<file path="config.mk">
export PLATFORM = sky130hd
export DESIGN_NAME = double_ended_queue_core_flat
export DESIGN_NICKNAME = d
export VERILOG_FILES = /design/src/hw/rtl/deq_pkg.sv /design/src/hw/rtl/deq_if.sv /design/src/hw/rtl/deq_ram.sv /design/src/hw/rtl/double_ended_queue_core.sv /design/src/flat_wrapper.sv
export SDC_FILE = /design/constraint.sdc
export NUM_CORES = 1
export LEC_CHECK = 0
export ABC_CLOCK_PERIOD_IN_PS = 10800
export BUFFER_PORTS_ARGS = -buffer_cell sky130_fd_sc_hd__buf_2
export CORE_MARGIN = 5
export CORE_UTILIZATION = 30
export DETAILED_ROUTE_END_ITERATION = 16
export HOLD_SLACK_MARGIN = 0.05
export REMOVE_ABC_BUFFERS = 1
export SYNTH_ARGS = -nofsm -noshare
export SYNTH_HDL_FRONTEND = slang
export SYNTH_HIERARCHICAL = 1
export SYNTH_SLANG_ARGS = --single-unit
</file>
<file path="constraint.sdc">
create_clock -name clk_i -period 10.8 [get_ports clk_i]
set_clock_uncertainty 0.15 [all_clocks]
set_input_delay 0.54 -clock clk_i [delete_from_list [all_inputs] [get_ports clk_i]]
set_output_delay 0.54 -clock clk_i [all_outputs]
set_load 0.02 [all_outputs]
</file>
<file path="src/hw/rtl/deq_pkg.sv">
package deq_pkg;

  // Operation codes carried by a request word
  typedef enum logic [2:0] {
    OP_NONE       = 3'd0,
    OP_PUSH_BACK  = 3'd1,
    OP_PUSH_FRONT = 3'd2,
    OP_POP_BACK   = 3'd3,
    OP_POP_FRONT  = 3'd4,
    OP_CLEAR      = 3'd5
  } op_e;

  // Status codes carried by a response word
  typedef enum logic [1:0] {
    ST_OK    = 2'd0,
    ST_EMPTY = 2'd1,
    ST_FULL  = 2'd2
  } status_e;

endpackage

</file>
<file path="src/hw/rtl/deq_if.sv">
// Request channel: one operation per word
interface deq_req_if #(
  parameter int DataWidth = 32
);
  logic                 valid;
  logic                 ready;
  logic [2:0]           op;
  logic [DataWidth-1:0] value;

  modport source (output valid, op, value, input ready);
  modport sink   (input valid, op, value, output ready);
endinterface

// Response channel: one word per operation
interface deq_rsp_if #(
  parameter int DataWidth  = 32,
  parameter int CountWidth = 5
);
  logic                  valid;
  logic                  ready;
  logic [DataWidth-1:0]  popped;
  logic [1:0]            status;
  logic [DataWidth-1:0]  front_value;
  logic [DataWidth-1:0]  back_value;
  logic [CountWidth-1:0] element_count;

  modport source (output valid, popped, status, front_value, back_value, element_count,
                  input ready);
  modport sink   (input valid, popped, status, front_value, back_value, element_count,
                  output ready);
endinterface

</file>
<file path="src/hw/rtl/deq_ram.sv">
module deq_ram #(
  parameter int Width = 32,
  parameter int Depth = 16
) (
  input  logic                     clk_i,
  input  logic                     wr_en_i,
  input  logic [$clog2(Depth)-1:0] wr_addr_i,
  input  logic [Width-1:0]         wr_data_i,
  input  logic                     rd_en_i,
  input  logic [$clog2(Depth)-1:0] rd_addr_i,
  output logic [Width-1:0]         rd_data_o
);

  logic [Width-1:0] mem_q [Depth];

  // Write port
  always_ff @(posedge clk_i) begin
    if (wr_en_i) begin
      mem_q[wr_addr_i] <= wr_data_i;
    end
  end

  // Registered read port, held while not enabled
  always_ff @(posedge clk_i) begin
    if (rd_en_i) begin
      rd_data_o <= mem_q[rd_addr_i];
    end
  end

endmodule

</file>
<file path="src/hw/rtl/double_ended_queue_core.sv">
// One operation at a time: an accepted request word moves the block to its fetch
// state, where the slot memory's registered read refills the cached front or back
// after a pop; the response word is registered once the output register is free.
// Reset clears the head pointer, the count and all valid flags; the slot
// memory is not cleared, and entries are read only after they have been written.
module double_ended_queue_core #(
  parameter int DEPTH      = 16,
  parameter int DATA_WIDTH = 32
) (
  input  logic      clk_i,
  input  logic      rst_ni,
  deq_req_if.sink   req_i,
  deq_rsp_if.source rsp_o
);
  import deq_pkg::*;

  localparam int AW = (DEPTH > 1) ? $clog2(DEPTH) : 1;
  localparam int PW = AW + 1;
  localparam int CW = $clog2(DEPTH + 1);

  localparam logic S_IDLE  = 1'b0;
  localparam logic S_FETCH = 1'b1;

  typedef enum logic [1:0] {
    FILL_NONE,
    FILL_FRONT,
    FILL_BACK
  } fill_e;

  // Fold a sum of ring positions back into the ring
  function automatic logic [AW-1:0] wrap(input logic [PW-1:0] p);
    logic [PW-1:0] r;
    r = (p >= PW'(DEPTH)) ? (p - PW'(DEPTH)) : p;
    return r[AW-1:0];
  endfunction

  logic                  state_q, state_d;
  logic [AW-1:0]         head_q, head_d;
  logic [CW-1:0]         count_q, count_d;
  logic [DATA_WIDTH-1:0] front_q, front_d;
  logic [DATA_WIDTH-1:0] back_q, back_d;
  logic [DATA_WIDTH-1:0] popped_q, popped_d;
  status_e               status_q, status_d;
  fill_e                 fill_q, fill_d;

  logic                  out_valid_q, out_valid_d;
  logic [DATA_WIDTH-1:0] out_popped_q, out_front_q, out_back_q;
  logic [1:0]            out_status_q;
  logic [CW-1:0]         out_count_q;

  logic                  accept, out_free, finish;
  logic                  full, empty;
  logic [PW-1:0]         sum_ht;
  logic [AW-1:0]         tail_pos, prev_back_pos, next_head, dec_head;
  logic                  wr_en, rd_en;
  logic [AW-1:0]         wr_addr, rd_addr;
  logic [DATA_WIDTH-1:0] rd_data;
  logic [DATA_WIDTH-1:0] new_front, new_back;

  assign accept   = req_i.valid && req_i.ready;
  assign out_free = !out_valid_q || rsp_o.ready;
  assign finish   = (state_q == S_FETCH) && out_free;

  assign full  = (count_q == CW'(DEPTH));
  assign empty = (count_q == '0);

  // Ring positions around the stored range
  assign sum_ht        = PW'(head_q) + PW'(count_q);
  assign tail_pos      = wrap(sum_ht);
  assign prev_back_pos = wrap(sum_ht - PW'(2));
  assign next_head     = wrap(PW'(head_q) + PW'(1));
  assign dec_head      = (head_q == '0) ? AW'(DEPTH - 1) : (head_q - AW'(1));

  // Decode the operation: pointer update, memory access and cached ends
  always_comb begin
    head_d   = head_q;
    count_d  = count_q;
    front_d  = front_q;
    back_d   = back_q;
    popped_d = popped_q;
    status_d = status_q;
    fill_d   = fill_q;
    wr_en    = 1'b0;
    wr_addr  = tail_pos;
    rd_en    = 1'b0;
    rd_addr  = next_head;

    if (accept) begin
      popped_d = '0;
      status_d = ST_OK;
      fill_d   = FILL_NONE;
      unique case (req_i.op)
        OP_PUSH_BACK: begin
          if (full) begin
            status_d = ST_FULL;
          end else begin
            wr_en   = 1'b1;
            wr_addr = tail_pos;
            count_d = count_q + CW'(1);
            back_d  = req_i.value;
            if (empty) begin
              front_d = req_i.value;
            end
          end
        end
        OP_PUSH_FRONT: begin
          if (full) begin
            status_d = ST_FULL;
          end else begin
            wr_en   = 1'b1;
            wr_addr = dec_head;
            head_d  = dec_head;
            count_d = count_q + CW'(1);
            front_d = req_i.value;
            if (empty) begin
              back_d = req_i.value;
            end
          end
        end
        OP_POP_BACK: begin
          if (empty) begin
            status_d = ST_EMPTY;
          end else begin
            popped_d = back_q;
            count_d  = count_q - CW'(1);
            if (count_q > CW'(1)) begin
              rd_en   = 1'b1;
              rd_addr = prev_back_pos;
              fill_d  = FILL_BACK;
            end
          end
        end
        OP_POP_FRONT: begin
          if (empty) begin
            status_d = ST_EMPTY;
          end else begin
            popped_d = front_q;
            head_d   = next_head;
            count_d  = count_q - CW'(1);
            if (count_q > CW'(1)) begin
              rd_en   = 1'b1;
              rd_addr = next_head;
              fill_d  = FILL_FRONT;
            end
          end
        end
        OP_CLEAR: begin
          head_d  = '0;
          count_d = '0;
        end
        default: begin
        end
      endcase
    end

    // Refill the cached end from the memory read
    if (finish) begin
      front_d = new_front;
      back_d  = new_back;
    end
  end

  assign new_front = (fill_q == FILL_FRONT) ? rd_data : front_q;
  assign new_back  = (fill_q == FILL_BACK)  ? rd_data : back_q;

  // Advance the two-step sequence
  always_comb begin
    state_d = state_q;
    unique case (state_q)
      S_IDLE:  if (accept) state_d = S_FETCH;
      S_FETCH: if (out_free) state_d = S_IDLE;
      default: state_d = S_IDLE;
    endcase
  end

  assign out_valid_d = finish || (out_valid_q && !rsp_o.ready);

  always_ff @(posedge clk_i or negedge rst_ni) begin
    if (!rst_ni) begin
      state_q     <= S_IDLE;
      head_q      <= '0;
      count_q     <= '0;
      fill_q      <= FILL_NONE;
      out_valid_q <= 1'b0;
    end else begin
      state_q     <= state_d;
      head_q      <= head_d;
      count_q     <= count_d;
      fill_q      <= fill_d;
      out_valid_q <= out_valid_d;
    end
  end

  // Hold the cached ends and the per-operation results
  always_ff @(posedge clk_i) begin
    front_q  <= front_d;
    back_q   <= back_d;
    popped_q <= popped_d;
    status_q <= status_d;
  end

  // Load the response word; empty queues show zero at both ends
  always_ff @(posedge clk_i) begin
    if (finish) begin
      out_popped_q <= popped_q;
      out_status_q <= status_q;
      out_front_q  <= empty ? '0 : new_front;
      out_back_q   <= empty ? '0 : new_back;
      out_count_q  <= count_q;
    end
  end

  deq_ram #(
    .Width (DATA_WIDTH),
    .Depth (DEPTH)
  ) u_deq_ram (
    .clk_i     (clk_i),
    .wr_en_i   (wr_en),
    .wr_addr_i (wr_addr),
    .wr_data_i (req_i.value),
    .rd_en_i   (rd_en),
    .rd_addr_i (rd_addr),
    .rd_data_o (rd_data)
  );

  assign req_i.ready = (state_q == S_IDLE);

  assign rsp_o.valid         = out_valid_q;
  assign rsp_o.popped        = out_popped_q;
  assign rsp_o.status        = out_status_q;
  assign rsp_o.front_value   = out_front_q;
  assign rsp_o.back_value    = out_back_q;
  assign rsp_o.element_count = out_count_q;

endmodule

</file>
<file path="src/flat_wrapper.sv">
// flat-port wrapper written by rule: the top's interface ports become plain ports
module double_ended_queue_core_flat import deq_pkg::*;
#(
  parameter int DEPTH      = 16,
  parameter int DATA_WIDTH = 32
)
  (clk_i, rst_ni, req_i_valid, req_i_op, req_i_value, req_i_ready, rsp_o_valid, rsp_o_popped, rsp_o_status, rsp_o_front_value, rsp_o_back_value, rsp_o_element_count, rsp_o_ready);
  deq_req_if #(.DataWidth((32))) req_i_i ();
  deq_rsp_if #(.DataWidth((32)), .CountWidth((5))) rsp_o_i ();
  input  logic clk_i;
  input  logic rst_ni;
  input wire logic [$bits(req_i_i.valid)-1:0] req_i_valid;
  input wire logic [$bits(req_i_i.op)-1:0] req_i_op;
  input wire logic [$bits(req_i_i.value)-1:0] req_i_value;
  output wire logic [$bits(req_i_i.ready)-1:0] req_i_ready;
  output wire logic [$bits(rsp_o_i.valid)-1:0] rsp_o_valid;
  output wire logic [$bits(rsp_o_i.popped)-1:0] rsp_o_popped;
  output wire logic [$bits(rsp_o_i.status)-1:0] rsp_o_status;
  output wire logic [$bits(rsp_o_i.front_value)-1:0] rsp_o_front_value;
  output wire logic [$bits(rsp_o_i.back_value)-1:0] rsp_o_back_value;
  output wire logic [$bits(rsp_o_i.element_count)-1:0] rsp_o_element_count;
  input wire logic [$bits(rsp_o_i.ready)-1:0] rsp_o_ready;
  assign req_i_i.valid = req_i_valid;
  assign req_i_i.op = req_i_op;
  assign req_i_i.value = req_i_value;
  assign req_i_ready = req_i_i.ready;
  assign rsp_o_valid = rsp_o_i.valid;
  assign rsp_o_popped = rsp_o_i.popped;
  assign rsp_o_status = rsp_o_i.status;
  assign rsp_o_front_value = rsp_o_i.front_value;
  assign rsp_o_back_value = rsp_o_i.back_value;
  assign rsp_o_element_count = rsp_o_i.element_count;
  assign rsp_o_i.ready = rsp_o_ready;
  double_ended_queue_core #(.DEPTH(DEPTH), .DATA_WIDTH(DATA_WIDTH)) u_core (.clk_i(clk_i), .rst_ni(rst_ni), .req_i(req_i_i), .rsp_o(rsp_o_i));
endmodule
</file>
==> metrics.txt <==
slew margin rel.=8.105%; Post-DRT Antenna Nets=0; drt first pass iters=7; RSZ-0062 raised after global routing=no; CP endpoint kind=flop; CTS tree=built; maximum clock insertion buffer count=3; Final Critical Period=4777 ps; Mapped Cells=1543; Max Cap Viol=0; Row Count=114; Total Wirelength=70.54 mm; CORE AREA=96990 um^2; share of flip-flops with an asynchronous set or reset=1.715%; most common cell after layout, fill and taps aside=edfxtp_1; fraction of layout cells with a size suffix above 1=25.61%; final core occ=35.34%; sequential power share=41.8%; Yosys warnings=6; 1st-iter DRT viols=1272; Slew Limit Fails=0; Data arrival, critical path=5010 ps; grt ovf=0; NumNets Final=1762; TritonCTS buffer count=78; sw frac=33.20%; Mean Syn Cell Area=19.06 um^2; clock latency on the worst-skew pair=630 ps; Starting Density=30.32%; Synth cell types=50; Overall Power=9749 uW; average wire per standard cell=23.17 um; Post-synth EDFFs=745; antenna violations before repair=4; Die ar.=104400 um^2; Logic pwr share=31.6%; Die Span X=323.1 um; fmax=0.2093 GHz; count of boundary I/O pins=144; pwr dens=284.4 nW/um^2; internal power=6513 uW; Req. time, crit path=11030 ps; period utilization=44.23%; Setup violations, final=0; first-pass GRT wire length=103.7 mm; Hold Path Class=input pin to flop; mapped cell area=29410 um^2; commonest non-fill, non-tap cells in the layout=edfxtp_1, nor2_1, buf_2, mux4_2, a22oi_1; Clk network pwr share=26.6%; root buffer cell=clkbuf_16; H-tree depth=3; number of synthesized register bits=758; GRT Total Usage=13.35%; design area=34280 um^2; Vias=15150; register area share after synthesis=77.18%; DR DRC count=0; switching power=3237 uW; post-place instance area=31790 um^2; Clock Sinks=758; Post-CTS Setup Bufs=0; top_reg_cell synth=edfxtp_1; Vias/cell=4.977; Hold Fails Final Rpt=0; status=complete, no violations; Worst-Margin Slew=1378 ps; critical path type=flop to flop; Leakage=0.01135 uW; GPL Wtd Cong=0.7614; vias in the first global route=15380; number of buffers added on ports=143; maximum fanout along the worst path=70; Reg clk slew, reported paths=60 ps; largest net degree at the start of global routing=129; ant diodes=0; Peak VDD IR=0.0003191 V; post-DP HPWL=36.87 mm; synth-to-layout area growth=16.56%; die height=323.1 um; CP Launch Type=flop
synth_stat cells, drive strengths merged, types with 2 or more instances:
master | n | area share, %
a21oi | 83 | 1.4
nand2b | 7 | 0.15
mux4 | 128 | 9.8
ha | 10 | 0.43
nor3 | 5 | 0.085
mux2i | 66 | 2.2
nand2 | 51 | 0.65
a22oi | 97 | 2.5
inv | 11 | 0.14
nand3 | 3 | 0.051
xor2 | 4 | 0.12
o31ai | 6 | 0.15
o21ai | 17 | 0.30
nor2 | 164 | 2.1
xnor2 | 3 | 0.089
clkbuf | 43 | 0.55
buf | 46 | 0.86
dfrtp | 13 | 1.1
nor2b | 7 | 0.15
nand3b | 2 | 0.051
nor3b | 2 | 0.085
a21o | 5 | 0.13
edfxtp | 745 | 76
o211ai | 2 | 0.051
a311oi | 2 | 0.060
a22o | 3 | 0.089
flip-flops by register name (all words and copies together), names as in the netlist:
signal,count
u_core/u_deq_ram/mem_q,512
u_core/back_q,32
u_core/front_q,32
u_core/popped_q,32
u_core/rsp_o.back_value,32
u_core/rsp_o.front_value,32
u_core/rsp_o.popped,32
u_core/u_deq_ram/rd_data_o,32
u_core/count_q,5
u_core/rsp_o.element_count,5
u_core/head_q,4
u_core/fill_q,2
u_core/rsp_o.status,2
u_core/status_q,2
u_core/rsp_o.valid,1
u_core/state_q,1
through the flow:
step | std cells | TNS, ps | worst slack [ps] | hold slack [ps]
finish | 3045 | 0 | 6023 | 143.7
global route | 3045 | 0 | 5776 | 128.3
floorplan | 1454 | -68840 | -2152 | 94.41
CTS | 3045 | 0 | 6057 | 101.5
global placement | 2905 | 0 | 5721 | 255.8
detailed placement | 2905 | 0 | 5584 | 255.4
what timing repair did:
action / in CTS / in global routing
gates resized for setup: 0 / 0
hold endpoints to repair: 15 / 0
hold buffers: 3 / 0
worst max-delay path, stage by stage (launching register included):
cell	delay, ps
dfrtp_1	580
inv_1	140
ha_1	260
nor3_1	260
o211a_1	420
nor2_1	120
a21oi_4	110
buf_4	700
buf_4	940
mux4_2	420
a22oi_1	230
nand2_1	80
power groups by stage:
stage	registers [uW]	logic [uW]	clock network, uW
after floorplan	4300	2360	0
after global placement	4130	3060	0
after detailed placement	4140	3120	0
after CTS	4080	3130	2670
after global routing	4120	3350	2800
final	4070	3080	2600
cell type report:
type	count	area (um^2)
fillers	9008	62720
flip-flops and latches	758	22700
multi-input cells	685	6482
clock buffers	90	2018
well taps	1276	1597
repair buffers	178	998.5
clock inverters	47	435.4
inverters	11	48.80
path summary, 6_finish.rpt:
path	from	to	slack, ps	depth (start not counted)
setup / recovery	u_core/count_q[0]	u_core/u_deq_ram/rd_data_o[29]	6020	11
hold / removal	req_i_value[13]	u_core/u_deq_ram/mem_q[7][13]	140	1
setup reg to reg	u_core/count_q[0]	u_core/u_deq_ram/rd_data_o[29]	6020	11
hold reg to reg	u_core/popped_q[13]	u_core/rsp_o.popped[13]	270	0
max in group asynchronous	rst_ni	u_core/rsp_o.valid	10040	2
min in group asynchronous	rst_ni	u_core/head_q[2]	190	2
logic make-up (layout without fill, tap and decap cells):
group	count (synthesis)	count (layout)	synth area share, %
compound gates	222	222	4.893
xor+xnor	7	7	0.2085
fa+ha+maj	11	11	0.4936
buf+inv	100	326	1.545
flops	758	758	77.18
mux	194	194	12.05
simple gates	251	251	3.625
per-layer routing:
layer  vias up  wire length [um]  GRT usage, %
met3       108              4668         2.571
met5         -                26             0
met4         4              1411         3.223
li1       6553                 -             -
met2       516             33550         21.55
met1      7973             30890         18.83
Power figures use the tool's default switching activity.
